[config.mk]
export PLATFORM = sky130hd
export DESIGN_NAME = mabt_cell
export DESIGN_NICKNAME = d
export VERILOG_FILES = /design/src/sv/assert_macros.svh /design/src/sv/mabt_pkg.sv /design/src/sv/mabt_cell.sv
export SDC_FILE = /design/constraint.sdc
export NUM_CORES = 2
export LEC_CHECK = 0
export ABC_AREA = 1
export BUFFER_PORTS_ARGS = -buffer_cell sky130_fd_sc_hd__buf_2
export CORE_ASPECT_RATIO = 0.75
export CORE_MARGIN = 5
export CORE_UTILIZATION = 55
export CTS_BUF_LIST = sky130_fd_sc_hd__clkbuf_16
export DETAILED_ROUTE_END_ITERATION = 6
export PLACE_DENSITY = 0.87
export SYNTH_ARGS = -nofsm -noshare
export SYNTH_HDL_FRONTEND = slang
export SYNTH_SLANG_ARGS = --single-unit
[constraint.sdc]
create_clock -name clk -period 5.45 [get_ports clk]
set_clock_uncertainty 0.15 [all_clocks]
set_input_delay 0.2725 -clock clk [delete_from_list [all_inputs] [get_ports clk]]
set_output_delay 0.2725 -clock clk [all_outputs]
set_load 0.01 [all_outputs]
[src/sv/assert_macros.svh]
// Assertion macros shared by the RTL of the matrix engine.
// No dependencies; included by the modules that carry assertions.
`ifndef ASSERT_MACROS_SVH
`define ASSERT_MACROS_SVH

// condition must never hold while out of reset
`define MABT_NEVER(lbl, clk, rst_n, cond) \
  lbl: assert property (@(posedge clk) disable iff (!rst_n) !(cond)) \
    else $error("never violated");

// antecedent implies consequent in the same cycle
`define MABT_IMPL(lbl, clk, rst_n, ante, cons) \
  lbl: assert property (@(posedge clk) disable iff (!rst_n) (ante) |-> (cons)) \
    else $error("implication violated");

// antecedent implies consequent in the next cycle
`define MABT_NEXT(lbl, clk, rst_n, ante, cons) \
  lbl: assert property (@(posedge clk) disable iff (!rst_n) (ante) |=> (cons)) \
    else $error("next-cycle implication violated");

`endif

[src/sv/mabt_pkg.sv]
// Package for the matrix engine: constants, command codes, cell control type.
// No dependencies.
`default_nettype none
package mabt_pkg;
  localparam int MAX_N_DEF        = 16;
  localparam int ELEMENT_BITS_DEF = 16;
  localparam int ELEM_W           = 16;  // element port width
  localparam int SIZE_W           = 5;   // size register port width
  localparam int RES_W            = 64;  // result width

  localparam logic CMD_LOAD = 1'b0;
  localparam logic CMD_READ = 1'b1;

  // control broadcast to every cell of the chain
  typedef struct packed {
    logic shift_y;    // take operand from lower neighbour
    logic mul;        // form product
    logic shl;        // align product by the fraction bits
    logic clr;        // clear accumulator
    logic shift_acc;  // take accumulator from upper neighbour
  } cell_ctl_t;
endpackage
`default_nettype wire

[src/sv/mabt_cell.sv]
// One multiply-accumulate cell of the chain: operand shift, product, accumulator.
// Depends on mabt_pkg.
`default_nettype none
module mabt_cell #(
  parameter int XW   = 36,
  parameter int YW   = 16,
  parameter int FRAC = 8
) (
  input  wire logic                     clk,
  input  wire logic                     rst_n,
  input  wire mabt_pkg::cell_ctl_t      ctl,
  input  wire logic signed [XW-1:0]     x,
  input  wire logic signed [YW-1:0]     y_in,
  output logic signed      [YW-1:0]     y_out,
  input  wire logic [mabt_pkg::RES_W-1:0] acc_in,
  output logic      [mabt_pkg::RES_W-1:0] acc_out
);
  import mabt_pkg::*;

  logic signed [YW-1:0]    y_r;
  logic signed [XW+YW-1:0] prod;
  logic [RES_W-1:0]        prod_r;
  logic [RES_W-1:0]        acc_r;
  logic                    add_pend_r;

  assign prod    = x * y_r;
  assign y_out   = y_r;
  assign acc_out = acc_r;

  // operand chain and product register
  always_ff @(posedge clk) begin
    if (ctl.shift_y) begin
      y_r <= y_in;
    end
    if (ctl.mul) begin
      prod_r <= ctl.shl ? (RES_W'(prod) << FRAC) : RES_W'(prod);
    end
  end

  // the add follows the product register load in the next cycle
  always_ff @(posedge clk) begin
    if (!rst_n) begin
      add_pend_r <= 1'b0;
    end else begin
      add_pend_r <= ctl.mul;
    end
  end

  // accumulator: clear, drain towards cell 0, or accumulate
  always_ff @(posedge clk) begin
    if (ctl.clr) begin
      acc_r <= '0;
    end else if (ctl.shift_acc) begin
      acc_r <= acc_in;
    end else if (add_pend_r) begin
      acc_r <= acc_r + prod_r;
    end
  end
endmodule
`default_nettype wire

Word-level counts from Yosys, hierarchy flattened
Index checks and enable logic that the tools add are counted.
Operators by class
  $add $sub $neg: 1
  $mul: 1
  mux-type cells: 3
  reductions and logical operators: 1
Operators by type and width (count)
  $mux W64: 2
  $add A64 B64 Y64: 1
  $mux W59: 1
  $mul A36 B16 Y52: 1
  $reduce_bool A2 Y1: 1
Word-level totals
  register bits after elaboration: 141
  word-level logic and storage cells: 11

Logic depth before layout (Yosys ltp)
  depth in word-level cells: 3
  depth in mapped cells: 27
  mapped depth without buffers: 26

Least setup slack after synthesis
Ideal clock, no wire load.
  path kind: register to register
  start point: register y_r[4] (netlist: y_out[4])
  end point: register prod_r[53] (data pin)
  setup time: 0.254 ns
  cell stages (with the launch flop): 23
  buffers on the path: 2
  arrival time: 5.653 ns
  clock period less this slack: 6.057 ns
  setup slack: -0.607 ns
  cells stage by stage: edfxtp_1 -> clkbuf_1 -> clkbuf_1 -> nand2_1 -> fa_1 -> inv_1 -> fa_1 -> fa_1 -> fa_1 -> inv_1 -> fa_1 -> inv_1 -> fa_1 -> ha_1 -> nand2_1 -> nor3_2 -> nand2_1 -> nor2_4 -> nand3_1 -> nand3_1 -> nand2_2 -> nand3_4 -> nand2_1
On the way
  cells in the longest elaborated chain, start to end: 2
Ends and longest elaborated chain
  start: declaration: RTL line mabt_cell.sv:20  | logic signed [YW-1:0] y_r;
  start signal: assignment: RTL line mabt_cell.sv:33  | y_r <= y_in;
  $mul A36 B16 Y52: RTL line mabt_cell.sv:26  | assign prod = x * y_r;
  $mux W59: RTL line mabt_cell.sv:36  | prod_r <= ctl.shl ? (RES_W'(prod) << FRAC) : RES_W'(prod);
  end signal: assignment: RTL line mabt_cell.sv:36
  end: declaration: RTL line mabt_cell.sv:22  | logic [RES_W-1:0] prod_r;
No other way between the ends.
A chain may end at the register's enable or synchronous reset.

Final worst setup path
  start point: register y_r[4] (netlist: y_out[4])
  end point: register prod_r[46] (data pin)
The elaborated chain is that of the path after synthesis.

==> impl_metrics.sql <==
INSERT INTO impl_metrics (metric_group, metric, value, unit) VALUES
('run_status', 'run_status', 'finished with violations', ''),
('run_status', 'failed_checks', 'design-rule violations, negative setup slack', ''),
('drt', 'post-route-drc-count', '1', ''),
('sta', 'worst_pin_slew', '1040', 'ps'),
('clock_tree', 'cts_tree', 'built', ''),
('sta', 'finalSetupViolations', '52', ''),
('synthesis', 'yosys-top-cells-area', 'fa_1, nand2_1, inv_1, ha_1, edfxtp_1', ''),
('drt', 'finalWirelength', '124000', 'um'),
('synthesis', 'ys_warn_count', '0', ''),
('global_routing', 'grt_pass1_vias', '33800', ''),
('sta', 'timing.final.hold_violations', '0', ''),
('synthesis', 'synth_fp_nets', '5492', ''),
('drt', 'routed-via-count', '33500', ''),
('worst_hold_path', 'hold_path.class', 'input port to register', ''),
('place', 'dp.final_hpwl', '90900', 'um'),
('sta', 'final.setup.worst_slack', '-992', 'ps'),
('synthesis', 'synth.top_cell.area_share', '33.3', '%'),
('global_routing', 'antenna_found_initial', '3', ''),
('finish', 'finish.net_count', '6011', ''),
('global_routing', 'globalRouteTotalUtil', '36.6', '%'),
('drt', 'number_of_nets_still_failing_antenna_checks_after_routing', '0', ''),
('clock_tree', 'numClockSinks', '141', ''),
('synthesis', 'number_of_flip_flops_and_latches_in_the_synthesized_netlist', '141', ''),
('synthesis', 'yosys.cell_types.count', '50', ''),
('drt', 'initialDrtViolationCount', '4553', ''),
('finish', 'final_layout_size_suffix_gt1_share', '21.7', '%'),
('place', 'io_buffers', '202', ''),
('floorplanning', 'initial_cell_density_of_the_core', '55.4', '%'),
('sta', 'layout_min_cycle_time', '6440', 'ps'),
('setup_path', 'critPathMaxFanout', '11', ''),
('worst_hold_path', 'worst_hold_path.endpoint', 'acc_out[48]', ''),
('sta', 'slew-limit-headroom', '30.3', '%'),
('synthesis', 'synth_largest_area_cell', 'fa_1', ''),
('setup_path', 'type_of_destination_of_the_critical_path', 'register', ''),
('finish', 'fill_cells', '4297', ''),
('global_routing', 'grt_start_max_net_pins', '67', ''),
('finish', 'syn_to_final_growth', '26.1', '%'),
('synthesis', 'synth.avg_cell_area', '7.03', 'um2'),
('drt', 'via_per_inst', '5.62', ''),
('synthesis', 'seq_area_frac_synth', '11.0', '%'),
('worst_hold_path', 'timing.hold.worst_path_depth', '3', ''),
('place', 'dp_cells', '5791', ''),
('place', 'place_congestion', '1.02', ''),
('synthesis', 'synth-edff-count', '76', ''),
('floorplanning', 'core-area', '0.0589', 'mm2'),
('setup_path', 'cp_data_arrival_time', '6540', 'ps'),
('setup_path', 'timing.reg2reg.worst_path_depth', '25', ''),
('floorplanning', 'die_h', '221', 'um'),
('synthesis', 'mappedNetlistArea', '0.0326', 'mm2'),
('clock_tree', 'cts_made_buffers', '17', ''),
('setup_path', 'cp_data_required_time', '5550', 'ps'),
('flow_run', 'reported_max_cap_violation_count', '0', ''),
('worst_hold_path', 'holdCritStartpoint', 'acc_in[48]', ''),
('floorplanning', 'io_pins', '203', ''),
('sta', 'worst_hold_slack', '16.4', 'ps'),
('setup_path', 'worstSetupStartpointType', 'register', ''),
('sta', 'grt_setup_unrepaired', 'yes', ''),
('sta', 'maxClockFrequency', '0.155', 'GHz'),
('floorplanning', 'die_width', '291', 'um'),
('clock_tree', 'clk_path_buf_depth', '2', ''),
('synthesis', 'dominantRegCellSynth', 'edfxtp_1', ''),
('setup_path', 'regToRegStartpoint', 'y_out[4]', ''),
('global_routing', 'globalRouteOverflowTotal', '0', ''),
('floorplanning', 'placementRows', '77', ''),
('global_routing', 'grt_first_pass_wirelength', '185000', 'um'),
('setup_path', 'timing.rr.end', 'prod_r[46]', ''),
('sta', 'drv_slew', '0', ''),
('drt', 'routedWlPerCell', '20.7', 'um'),
('drt', 'drt-pass1-iter-count', '7', ''),
('clock_tree', 'worst_setup_hold_path_clk_slew', '80', 'ps'),
('sta', 'min_period_over_period', '118', '%'),
('clock_tree', 'cts_root_buf', 'clkbuf_16', ''),
('finish', 'instances_no_fill', '5965', ''),
('clock_tree', 'h_tree_depth', '4', ''),
('floorplanning', 'design.die.area', '0.0644', 'mm2'),
('clock_tree', 'clkLatencyLatePin', '500', 'ps'),
('setup_path', 'worst_reg_to_reg_setup_slack', '-990', 'ps'),
('synthesis', 'async_flop_share', '0', '%'),
('synthesis', 'synth_cells', '4641', ''),
('setup_path', 'timing.setup.critical_path_class', 'register to register', '');
cells by family after synthesis:
kind of cell               Yosys count  synth area share, %
and+or+nand+nor                   1928                 24.4
buffers and inverters             1423                 16.4
adders and majority gates          728                 40.4
AOI/OAI and AO/OA                  375                 6.54
DFF                                141                 11.0
xor gates and xnor gates            45                 1.21
muxes                                1               0.0307
registers in the layout, summed over array words and instances (netlist names):
name and count:
prod_r 60, add_pend_r 1, y_out 16, acc_out 64
per-layer routing:
layer	routed length (um)	global-route usage (%)	vias to the layer above
met5	13	0	-
met4	6580	14.9	2
met3	16900	11.5	627
met2	54100	56.4	2478
met1	46000	48.2	15700
li1	-	-	14700
cells in the mapped netlist, drive strengths merged, types with 4 or more instances:
master / instances
nand2: 1394
inv: 1253
fa: 543
nor2: 257
a21oi: 186
ha: 185
nand3: 173
clkbuf: 154
o21ai: 92
edfxtp: 76
dfxtp: 65
a22oi: 46
nand4: 38
xor2: 27
nor3: 24
o21bai: 19
a31oi: 18
xnor2: 18
nand3b: 13
or2: 13
buf: 12
and3: 6
a21o: 5
nor4: 5
and2: 4
clkinv: 4
o211ai: 4
critical path, stage by stage (launching register included):
cell      delay, ps
edfxtp_1        410
buf_6           180
buf_16          160
nand2_1          70
inv_1            60
fa_1            540
inv_1            60
fa_1            480
fa_2            560
inv_1            70
fa_2            490
fa_1            520
inv_1            60
fa_1            480
inv_1            70
ha_4            340
nand2_4          90
nor2_4          130
inv_4            80
nor3_4          240
buf_4           160
nand4_1         280
nand3_1         230
nand2_2          90
nand3_2          90
nand2_4          80
cells in the final DEF, fill, tap and decap left out, types with 79 or more instances in the layout:
cell,n
a21oi_1,130
buf_2,202
nand3_1,152
nand2_1,1286
nor2_1,155
buf_4,314
fa_1,504
inv_1,1177
dlygate4sd3_1,79
ha_1,145
timing repair:
item                                    4_1_cts  5_1_grt
hold endpoints to repair                     79        0
setup buffers                                32       22
hold buffers                                 79        0
gates cloned                                  6        2
endpoints found under the setup margin       52       52
pin swaps                                    91       69
resized for setup                           209      221
how the worst max path moves through the flow:
stage / start / end / slack, ps / cells past startpoint
4_1_cts: y_out[4] / prod_r[46] / -630 / 27
6_report: y_out[4] / prod_r[46] / -990 / 25
5_1_grt: y_out[2] / prod_r[46] / -1020 / 25
3_5_place_dp: y_out[2] / prod_r[46] / -790 / 25
3_3_place_gp: y_out[2] / prod_r[46] / -740 / 25
2_1_floorplan: y_out[6] / prod_r[51] / -90 / 22
area by class of cell:
| cell class | count | area [um2] | area share (%) |
|---|---|---|---|
| clock buffer | 20 | 500 | 1.22 |
| multi-input combinational | 3077 | 25800 | 62.6 |
| tap | 790 | 988 | 2.40 |
| timing repair buffer | 666 | 5460 | 13.3 |
| clock inverter | 12 | 118 | 0.286 |
| antenna | 2 | 5.00 | 0.0122 |
| sequential | 141 | 3580 | 8.71 |
| inverter | 1257 | 4720 | 11.5 |
through the flow:
stage               setup slack (ps)  setup TNS [ps]  area [um2]  util [%]
CTS                             -628          -25610       40200      68.3
finish                          -992          -35560       41200      69.9
global placement                -735          -26600       37600      63.9
detailed placement              -794          -30500       37600      63.9
global route                   -1020          -42970       41200      69.9
floorplan                      -92.6           -2300       33600         -
Power is left out: the tool's default activity adds up to more than one toggle a clock period on the data nets, which glitch-free logic cannot reach.
